`src/hw/rtl/sfc_pkg.sv`:
```
`timescale 1ns / 1ps
`default_nettype none
// ----------------------------------------------------------------------------
// sfc_pkg
// types and constants of the stuffed serial frame codec
// ----------------------------------------------------------------------------
package sfc_pkg;

    localparam int BUFFER_BYTES = 256;

    localparam logic [7:0] ESC_BYTE  = 8'h7d;
    localparam logic [7:0] FLAG_BYTE = 8'h7e;
    localparam logic [7:0] ESC_MASK  = 8'h20;
    localparam logic [8:0] LEN_ADD   = 9'd6;
    localparam logic [8:0] LEN_INDEX = 9'd2;

    localparam logic [7:0] START_FLAG_RESET    = 8'h7e;
    localparam logic       STUFFING_RESET      = 1'b1;
    localparam logic [7:0] HEADER_LENGTH_RESET = 8'd4;

    localparam int CFG_INDEX_W = 2;
    localparam int CFG_DATA_W  = 8;

    localparam int FIFO_DEPTH  = 4;
    localparam int FIFO_PTR_W  = $clog2(FIFO_DEPTH);
    localparam int FIFO_CNT_W  = $clog2(FIFO_DEPTH + 1);

    typedef enum logic [1:0] {
        FUNC_RX      = 2'd0,
        FUNC_TX      = 2'd1,
        FUNC_RELEASE = 2'd2,
        FUNC_NOP     = 2'd3
    } func_t;

    typedef enum logic [CFG_INDEX_W-1:0] {
        CFG_START_FLAG    = 2'd0,
        CFG_STUFFING      = 2'd1,
        CFG_HEADER_LENGTH = 2'd2
    } cfg_reg_t;

    typedef struct packed {
        logic       kind;
        logic [7:0] data;
        logic [7:0] index;
        logic       frame_end;
        logic       overflow;
        logic       last;
    } result_t;

endpackage
`default_nettype wire

```
`src/hw/rtl/sfc_if.sv`:
```
`timescale 1ns / 1ps
`default_nettype none
// ----------------------------------------------------------------------------
// sfc_if
// valid/ready channels for codec commands and codec results
// ----------------------------------------------------------------------------
interface sfc_in_if;
    logic       valid;
    logic       ready;
    logic [1:0] func;
    logic [7:0] data_byte;

    modport source (output valid, output func, output data_byte, input ready);
    modport sink   (input valid, input func, input data_byte, output ready);
endinterface

interface sfc_out_if;
    logic       valid;
    logic       ready;
    logic       out_kind;
    logic [7:0] out_byte;
    logic [7:0] out_index;
    logic       frame_end;
    logic       overflow;
    logic       last;

    modport source (output valid, output out_kind, output out_byte, output out_index,
                    output frame_end, output overflow, output last, input ready);
    modport sink   (input valid, input out_kind, input out_byte, input out_index,
                    input frame_end, input overflow, input last, output ready);
endinterface
`default_nettype wire

```
`src/hw/rtl/sfc_result_fifo.sv`:
```
`timescale 1ns / 1ps
`default_nettype none
// ----------------------------------------------------------------------------
// sfc_result_fifo
// small result queue, takes up to two items per cycle, gives one
// ----------------------------------------------------------------------------
module sfc_result_fifo (
    input  wire                          clk,
    input  wire                          rst_n,
    input  wire  [1:0]                   push_count,
    input  wire  sfc_pkg::result_t       push0,
    input  wire  sfc_pkg::result_t       push1,
    input  wire                          pop,
    output sfc_pkg::result_t             head,
    output logic                         not_empty,
    output logic [sfc_pkg::FIFO_CNT_W-1:0] free_slots
);
    import sfc_pkg::*;

    result_t                 mem_reg [FIFO_DEPTH];
    logic [FIFO_PTR_W-1:0]   wr_ptr_reg, wr_ptr_next;
    logic [FIFO_PTR_W-1:0]   rd_ptr_reg, rd_ptr_next;
    logic [FIFO_CNT_W-1:0]   count_reg, count_next;
    logic [FIFO_PTR_W-1:0]   wr_ptr_plus1;
    logic                    do_pop;

    assign wr_ptr_plus1 = FIFO_PTR_W'(wr_ptr_reg + 1'b1);
    assign do_pop       = pop && (count_reg != '0);

    always_comb
    begin
        wr_ptr_next = FIFO_PTR_W'(wr_ptr_reg + FIFO_PTR_W'(push_count));
        rd_ptr_next = do_pop ? FIFO_PTR_W'(rd_ptr_reg + 1'b1) : rd_ptr_reg;
        count_next  = FIFO_CNT_W'(count_reg + FIFO_CNT_W'(push_count) - FIFO_CNT_W'(do_pop));
    end

    always_ff @(posedge clk)
    begin
        if (push_count != 2'd0)
        begin
            mem_reg[wr_ptr_reg] <= push0;
        end
        if (push_count == 2'd2)
        begin
            mem_reg[wr_ptr_plus1] <= push1;
        end
    end

    always_ff @(posedge clk or negedge rst_n)
    begin
        if (!rst_n)
        begin
            wr_ptr_reg <= '0;
            rd_ptr_reg <= '0;
            count_reg  <= '0;
        end
        else
        begin
            wr_ptr_reg <= wr_ptr_next;
            rd_ptr_reg <= rd_ptr_next;
            count_reg  <= count_next;
        end
    end

    assign head       = mem_reg[rd_ptr_reg];
    assign not_empty  = (count_reg != '0);
    assign free_slots = FIFO_CNT_W'(FIFO_DEPTH) - count_reg;

endmodule
`default_nettype wire

```
`src/hw/rtl/stuffed_serial_frame_codec_unit.sv`:
```
`timescale 1ns / 1ps
`default_nettype none
// ----------------------------------------------------------------------------
// stuffed_serial_frame_codec_unit
// receive deframer with unescaping and transmit byte stuffer
// ----------------------------------------------------------------------------
// an accepted item goes to the input register, then its results to the queue
// throughput: one item per cycle while the queue has room for all its results;
//   a stuffed transmit byte gives two results, which leave one at a time
// through the single output; the four-entry result queue decouples input from a stalled output
// reset: asynchronous, clears frame state and queue, loads register defaults
// ----------------------------------------------------------------------------
module stuffed_serial_frame_codec_unit (
    input  wire                              clk,
    input  wire                              rst_n,
    input  wire                              cfg_we,
    input  wire [sfc_pkg::CFG_INDEX_W-1:0]   cfg_index,
    input  wire [sfc_pkg::CFG_DATA_W-1:0]    cfg_data,
    sfc_in_if.sink                           item_in,
    sfc_out_if.source                        item_out
);
    import sfc_pkg::*;

    // configuration
    logic [7:0] start_flag_reg;
    logic       stuffing_reg;
    logic [7:0] header_length_reg;

    // input register
    logic       s1_valid_reg, s1_valid_next;
    logic [1:0] s1_func_reg;
    logic [7:0] s1_data_reg;

    // frame state
    logic       receiving_reg, receiving_next;
    logic       complete_reg, complete_next;
    logic       escape_reg, escape_next;
    logic [8:0] count_reg, count_next;
    logic [8:0] expected_reg, expected_next;

    logic [7:0] rx_c;
    logic [8:0] exp_v;
    logic [8:0] cnt_inc;
    logic       ovf;
    logic       fend;
    logic [1:0] n_results;
    result_t    res0, res1;

    logic                  advance;
    logic                  in_accept;
    logic [FIFO_CNT_W-1:0] free_slots;
    logic                  fifo_not_empty;
    result_t               head;

    always_comb
    begin
        receiving_next = receiving_reg;
        complete_next  = complete_reg;
        escape_next    = escape_reg;
        count_next     = count_reg;
        expected_next  = expected_reg;
        rx_c           = s1_data_reg;
        exp_v          = expected_reg;
        cnt_inc        = 9'(count_reg + 1'b1);
        ovf            = 1'b0;
        fend           = 1'b0;
        n_results      = 2'd0;
        res0           = '0;
        res1           = '0;

        unique case (func_t'(s1_func_reg))
            FUNC_RX:
            begin
                if (!complete_reg)
                begin
                    if (!receiving_reg)
                    begin
                        if (s1_data_reg == start_flag_reg)
                        begin
                            receiving_next = 1'b1;
                            expected_next  = {1'b0, header_length_reg};
                            count_next     = '0;
                        end
                    end
                    else if (stuffing_reg && !escape_reg && s1_data_reg == ESC_BYTE)
                    begin
                        escape_next = 1'b1;
                    end
                    else
                    begin
                        if (stuffing_reg && escape_reg)
                        begin
                            escape_next = 1'b0;
                            rx_c        = s1_data_reg ^ ESC_MASK;
                        end
                        // length byte sets the frame length
                        if (count_reg == LEN_INDEX)
                        begin
                            exp_v = 9'({1'b0, rx_c} + LEN_ADD);
                        end
                        ovf           = (exp_v >= 9'(BUFFER_BYTES));
                        fend          = ovf || (cnt_inc >= exp_v);
                        expected_next = exp_v;
                        count_next    = cnt_inc;
                        if (fend)
                        begin
                            receiving_next = 1'b0;
                            complete_next  = 1'b1;
                        end
                        res0.kind      = 1'b0;
                        res0.data      = rx_c;
                        res0.index     = count_reg[7:0];
                        res0.frame_end = fend;
                        res0.overflow  = ovf;
                        res0.last      = 1'b1;
                        n_results      = 2'd1;
                    end
                end
            end
            FUNC_TX:
            begin
                res0.kind = 1'b1;
                res1.kind = 1'b1;
                if (stuffing_reg && (s1_data_reg == FLAG_BYTE || s1_data_reg == ESC_BYTE))
                begin
                    res0.data = ESC_BYTE;
                    res1.data = s1_data_reg ^ ESC_MASK;
                    res1.last = 1'b1;
                    n_results = 2'd2;
                end
                else
                begin
                    res0.data = s1_data_reg;
                    res0.last = 1'b1;
                    n_results = 2'd1;
                end
            end
            FUNC_RELEASE:
            begin
                complete_next = 1'b0;
            end
            FUNC_NOP:
            begin
            end
        endcase
    end

    // move on only when the queue has room for every result of this item
    assign advance       = s1_valid_reg && (FIFO_CNT_W'(n_results) <= free_slots);
    assign item_in.ready = !s1_valid_reg || advance;
    assign in_accept     = item_in.valid && item_in.ready;

    always_comb
    begin
        if (in_accept)
        begin
            s1_valid_next = 1'b1;
        end
        else if (advance)
        begin
            s1_valid_next = 1'b0;
        end
        else
        begin
            s1_valid_next = s1_valid_reg;
        end
    end

    always_ff @(posedge clk)
    begin
        if (in_accept)
        begin
            s1_func_reg <= item_in.func;
            s1_data_reg <= item_in.data_byte;
        end
    end

    always_ff @(posedge clk or negedge rst_n)
    begin
        if (!rst_n)
        begin
            s1_valid_reg      <= 1'b0;
            receiving_reg     <= 1'b0;
            complete_reg      <= 1'b0;
            escape_reg        <= 1'b0;
            count_reg         <= '0;
            expected_reg      <= '0;
            start_flag_reg    <= START_FLAG_RESET;
            stuffing_reg      <= STUFFING_RESET;
            header_length_reg <= HEADER_LENGTH_RESET;
        end
        else
        begin
            s1_valid_reg <= s1_valid_next;
            if (advance)
            begin
                receiving_reg <= receiving_next;
                complete_reg  <= complete_next;
                escape_reg    <= escape_next;
                count_reg     <= count_next;
                expected_reg  <= expected_next;
            end
            if (cfg_we)
            begin
                case (cfg_index)
                    CFG_START_FLAG:    start_flag_reg    <= cfg_data[7:0];
                    CFG_STUFFING:      stuffing_reg      <= cfg_data[0];
                    CFG_HEADER_LENGTH: header_length_reg <= cfg_data[7:0];
                    default:           ;
                endcase
            end
        end
    end

    sfc_result_fifo u_fifo (
        .clk        (clk),
        .rst_n      (rst_n),
        .push_count (advance ? n_results : 2'd0),
        .push0      (res0),
        .push1      (res1),
        .pop        (item_out.ready),
        .head       (head),
        .not_empty  (fifo_not_empty),
        .free_slots (free_slots)
    );

    assign item_out.valid     = fifo_not_empty;
    assign item_out.out_kind  = head.kind;
    assign item_out.out_byte  = head.data;
    assign item_out.out_index = head.index;
    assign item_out.frame_end = head.frame_end;
    assign item_out.overflow  = head.overflow;
    assign item_out.last      = head.last;

endmodule
`default_nettype wire

```
`src/flat_wrapper.sv`:
```
// flat-port wrapper written by rule: the top's interface ports become plain ports
module stuffed_serial_frame_codec_unit_flat import sfc_pkg::*;
  (clk, rst_n, cfg_we, cfg_index, cfg_data, item_in_valid, item_in_func, item_in_data_byte, item_in_ready, item_out_valid, item_out_out_kind, item_out_out_byte, item_out_out_index, item_out_frame_end, item_out_overflow, item_out_last, item_out_ready);
  sfc_in_if item_in_i ();
  sfc_out_if item_out_i ();
  input  wire clk;
  input  wire rst_n;
  input  wire cfg_we;
  input  wire [sfc_pkg::CFG_INDEX_W-1:0] cfg_index;
  input  wire [sfc_pkg::CFG_DATA_W-1:0] cfg_data;
  input wire logic [$bits(item_in_i.valid)-1:0] item_in_valid;
  input wire logic [$bits(item_in_i.func)-1:0] item_in_func;
  input wire logic [$bits(item_in_i.data_byte)-1:0] item_in_data_byte;
  output wire logic [$bits(item_in_i.ready)-1:0] item_in_ready;
  output wire logic [$bits(item_out_i.valid)-1:0] item_out_valid;
  output wire logic [$bits(item_out_i.out_kind)-1:0] item_out_out_kind;
  output wire logic [$bits(item_out_i.out_byte)-1:0] item_out_out_byte;
  output wire logic [$bits(item_out_i.out_index)-1:0] item_out_out_index;
  output wire logic [$bits(item_out_i.frame_end)-1:0] item_out_frame_end;
  output wire logic [$bits(item_out_i.overflow)-1:0] item_out_overflow;
  output wire logic [$bits(item_out_i.last)-1:0] item_out_last;
  input wire logic [$bits(item_out_i.ready)-1:0] item_out_ready;
  assign item_in_i.valid = item_in_valid;
  assign item_in_i.func = item_in_func;
  assign item_in_i.data_byte = item_in_data_byte;
  assign item_in_ready = item_in_i.ready;
  assign item_out_valid = item_out_i.valid;
  assign item_out_out_kind = item_out_i.out_kind;
  assign item_out_out_byte = item_out_i.out_byte;
  assign item_out_out_index = item_out_i.out_index;
  assign item_out_frame_end = item_out_i.frame_end;
  assign item_out_overflow = item_out_i.overflow;
  assign item_out_last = item_out_i.last;
  assign item_out_i.ready = item_out_ready;
  stuffed_serial_frame_codec_unit u_core (.clk(clk), .rst_n(rst_n), .cfg_we(cfg_we), .cfg_index(cfg_index), .cfg_data(cfg_data), .item_in(item_in_i), .item_out(item_out_i));
endmodule
```
`config.mk`:
```
export PLATFORM = sky130hd
export DESIGN_NAME = stuffed_serial_frame_codec_unit_flat
export DESIGN_NICKNAME = d
export VERILOG_FILES = /design/src/hw/rtl/sfc_pkg.sv /design/src/hw/rtl/sfc_if.sv /design/src/hw/rtl/sfc_result_fifo.sv /design/src/hw/rtl/stuffed_serial_frame_codec_unit.sv /design/src/flat_wrapper.sv
export SDC_FILE = /design/constraint.sdc
export NUM_CORES = 1
export LEC_CHECK = 0
export BUFFER_PORTS_ARGS = -buffer_cell sky130_fd_sc_hd__clkbuf_2
export CORE_UTILIZATION = 40
export DETAILED_ROUTE_END_ITERATION = 16
export GPL_TIMING_DRIVEN = 0
export MAX_ROUTING_LAYER = met4
export PLACE_DENSITY_LB_ADDON = 0.12
export SKIP_LAST_GASP = 1
export SLEW_MARGIN = 30
export SYNTH_ARGS = -nofsm -noshare
export SYNTH_HDL_FRONTEND = slang
export SYNTH_SLANG_ARGS = --single-unit
```
`constraint.sdc`:
```
create_clock -name clk -period 3.4 [get_ports clk]
set_clock_uncertainty 0.1 [all_clocks]
set_input_delay 0.68 -clock clk [delete_from_list [all_inputs] [get_ports clk]]
set_output_delay 0.68 -clock clk [all_outputs]
set_load 0.05 [all_outputs]
```
==> results <==
- The run finished, with violations left.
- The checks that failed: setup timing.
- Relative to the synthesized area, the layout overhead comes to 28.7%.
- The async set-reset flop share out of synthesis is 33.8%.
- Of the total synthesized cell area, the portion taken by full adders, half adders and majority gates is 4.10%.
- Counting along the longest clock path gives a buffer depth of 2.
- The number of maximum-capacitance violations is 0.
- After synthesis the cells add up to 6590 µm².
- The final max-slew violation count was 0.
- The critical path is of the reg -> reg type.
- The synthesized design devotes to its leading area cell type 22.8% of total area.
- The via count of the first global-routing pass is 4,946.
- The portion of netlist area occupied by mux cells is 10.0%.
- The iteration count of the initial detailed-routing pass is 5.
- For this block, the routed nets add up to 16,700 µm of wire.
- The most common flop cell mapped by yosys is edfxtp_1.
- The post-synth net total is 611.
- The minimum setup slack in the final design is -0.0407 ns.
- Dividing the final minimum period by the clock period gives 101%.
- The number of port buffers is 46.
- Sequential cells were found to cover 52.6% of the synthesized design area.
- In this run the core area contains 46 standard-cell rows.
- The library cells used most frequently in the layout, excluding fill and tap cells, are edfxtp_1, buf_4, clkbuf_2, dfxtp_1, dfrtp_1.
- For the worst setup path, the data arrival time is 3.48 ns.
- Of the total synthesized cell area, the portion taken by AND, OR, NAND and NOR gates is 12.3%.
- Once detail routing completed, the nets flagged for antenna violations numbered 0.
- The die extent in x is 130 µm.
- The overall via count from detail_route is 4,918.
- The tightest min-delay check is of the in -> async type.
- By area the synthesized netlist is led by edfxtp_1, dfrtp_1, dfxtp_1.
- Setup repair after global routing could not meet its margin everywhere.
- The worst-case headroom to the max-slew limit is 41.7%.
- The clock tree from TritonCTS is yes.
- Once the floorplan was initialized, standard cells occupied 41.2% of the core.
- The worst vdd rail ir drop is 0.370 mV.
- The routed design could run at a clock period as short as 3.44 ns.
- The final standard cell utilization of the core is 53.0%.
- The number of setup violations in the final report is 26.
- Synthesis handed over a netlist of 565 instances.
- Of the total synthesized cell area, the portion taken by XOR and XNOR cells is 3.59%.
- STA classifies the critical path startpoint as a register.
- For this block, the initial DRC count from the detailed router was 380.
- Total power for the finished layout comes to 5.86 mW.
- The net count of the finished layout is 722.
- In the routed design, unresolved DRC markers number 0.
- Buffers inserted during clock tree synthesis total 17.
- The total count of hold-check failures in the final report came to 0.
- The number of hold-repair buffers added at the cts stage is 0.
- The clock insertion delay at the later pin of the skew report is 0.43 ns.
- The initial antenna violation count is 0.
- The I/O pin total is 47.
- The CTS root buffer is clkbuf_16.
- Across all hold checks on the routed design, the worst slack comes to 0.208 ns.
- For this design the static power due to leakage is 3.34 nW.
- The repair_antennas step left the layout with diodes totalling 0.
- The total congestion overflow after global routing is 0.
- The largest driver fanout on the critical path is 5.
- The die is 130 µm tall.
- Data on the critical path is required at its endpoint by 3.44 ns.
- The maximum level of the CTS H-tree is 4.
- The largest total area in the synthesized netlist belongs to edfxtp_1.
- The total routing usage reported by global routing is 21.9%.
- The first global-routing pass estimated 26,500 µm of wire.
- The number of enable flip-flop cells after synthesis is 50.
- The area of the core is 16,000 µm².
- The post-DP HPWL is 11,400 µm.
- The die covers 17,000 µm².
- The area after detailed placement is 7120 µm².
- The distinct cell type count after synthesis is 65.
- STA classifies the critical path endpoint as a register.
- Counting flops and latches in the post-synthesis netlist gives 136.
- The compound-cell area share of the yosys netlist is 13.6%.
- Dividing the synthesized area by the synthesized cell count gives 11.7 µm².
- Power spread over the standard cell area amounts to 692 nW/µm².
- The register with the most flip-flops in the layout has 80 of them.
- The average wire per standard cell is 18.4 µm.
- Leaving out fill and tap cells, the most frequent cell in the layout is edfxtp_1.
- Timing would allow up to 0.291 GHz.
- The post-route netlist has 36.0% of its cells at a drive strength greater than 1.
- The pin count of the biggest net entering global routing is 47.
- After clock tree synthesis, the clock-pin slew on the worst setup and hold paths is 0.06 ns.
- In the routed layout, each cell is associated on average with a via count of 5.43.
- The filler cells instantiated in the layout total 1,444.
- The routability congestion estimate is 0.829.
- For the pin with the worst max-slew slack, the measured transition is 0.875 ns.
- The Yosys step of the flow raised 0 warnings.
- The clock drives 136 sinks.
- The number of cells on the worst reg-to-reg path is 13.
- After synthesis, the largest family of logic cells by area is compound AO/OA/AOI/OAI gates.
- With fillers left out, the area of the finished cells amounts to 8480 µm².
[report_power, final]
| part | internal, mW | total (mW) | leakage (nW) | switching (mW) |
|---|---|---|---|---|
| Clock | 1.18 | 1.88 | 0.308 | 0.706 |
| Sequential | 1.90 | 2.06 | 1.38 | 0.161 |
| Combinational | 0.772 | 1.92 | 1.65 | 1.14 |
[cells by family after synthesis]
| kind of cell | after synthesis |
|---|---|
| AND/OR/NAND/NOR | 157 |
| flip-flops | 136 |
| AO/OA/AOI/OAI | 131 |
| buffers and inverters | 54 |
| multiplexers | 39 |
| XOR/XNOR | 27 |
| adder cells (fa/ha/maj) | 21 |
[worst paths after layout]
| check | from | to | slack [ns] |
|---|---|---|---|
| setup / recovery | u_core.s1_data_reg[1] | u_core.u_fifo.mem_reg[0][18] | -0.04 |
| hold / removal | rst_n | u_core.count_reg[3] | 0.21 |
| setup reg to reg | u_core.s1_data_reg[1] | u_core.u_fifo.mem_reg[0][18] | -0.04 |
| hold reg to reg | u_core.u_fifo.mem_reg[2][7] | u_core.u_fifo.mem_reg[2][7] | 0.36 |
| max in group asynchronous | rst_n | u_core.count_reg[0] | 2.53 |
| min in group clk | item_in_data_byte[2] | u_core.s1_data_reg[2] | 0.33 |
[Yosys cell counts, drive strengths merged (3+ instances only)]
cell type,n
a211oi,6
a21o,4
a21oi,16
a22o,4
and2,12
and3,3
buf,18
clkbuf,11
dfrtp,38
dfstp,8
dfxtp,40
edfxtp,50
ha,20
inv,25
mux2,17
mux4,20
nand2,43
nand2b,3
nand3,32
nand3b,5
nand4,5
nor2,28
nor2b,5
nor3,9
nor4,4
o211ai,3
o21a,3
o21ai,57
o2bb2ai,20
xnor2,12
xor2,15
[stage by stage]
step,TNS (ns),setup slack (ns),instances
final,-0.660,-0.0407,905
after global routing,-3.60,-0.133,905
after CTS,-0.0178,-0.00749,878
after detailed placement,-48.84,-0.735,827
after global placement,-47.50,-0.723,827
after floorplan,-0.0601,-0.0601,565
[per-layer routing]
layer,global-route usage (%),part of all wire (%),vias up
li1,-,-,2331
met1,26.2,44,2458
met2,37.0,51,108
met3,4.14,3.3,21
met4,7.17,1.8,0
met5,-,0,-
[critical path, stage by stage (launching register included)]
cell and delay [ns]:
edfxtp_1 0.37, buf_6 0.14, nand4b_1 0.20, or4_4 0.54
nand3_4 0.10, and2_4 0.17, ha_4 0.14, nor2b_4 0.04
o211a_4 0.23, buf_6 0.12, a2111o_1 0.43, or2_4 0.31
buf_12 0.15, nand2_4 0.10
[what timing repair did]
action	in CTS	in global routing
gates resized for setup	29	67
pin swaps	9	20
buffers inserted	18	27
cloned	1	3
endpoints found under the setup margin	131	94
[final cells by class]
class	instances	area [µm²]	share of cell area (%)
clock buffers	23	533	6.29
well taps	216	270	3.19
inverters	25	104	1.22
clock inverters	9	80.1	0.945
multi-input cells	376	3150	37.2
repair buffers	93	677	7.98
repair inverters	1	7.51	0.0885
plain buffers	26	191	2.26
flip-flops and latches	136	3460	40.9
No activity file was read; power rests on OpenSTA's default activity.
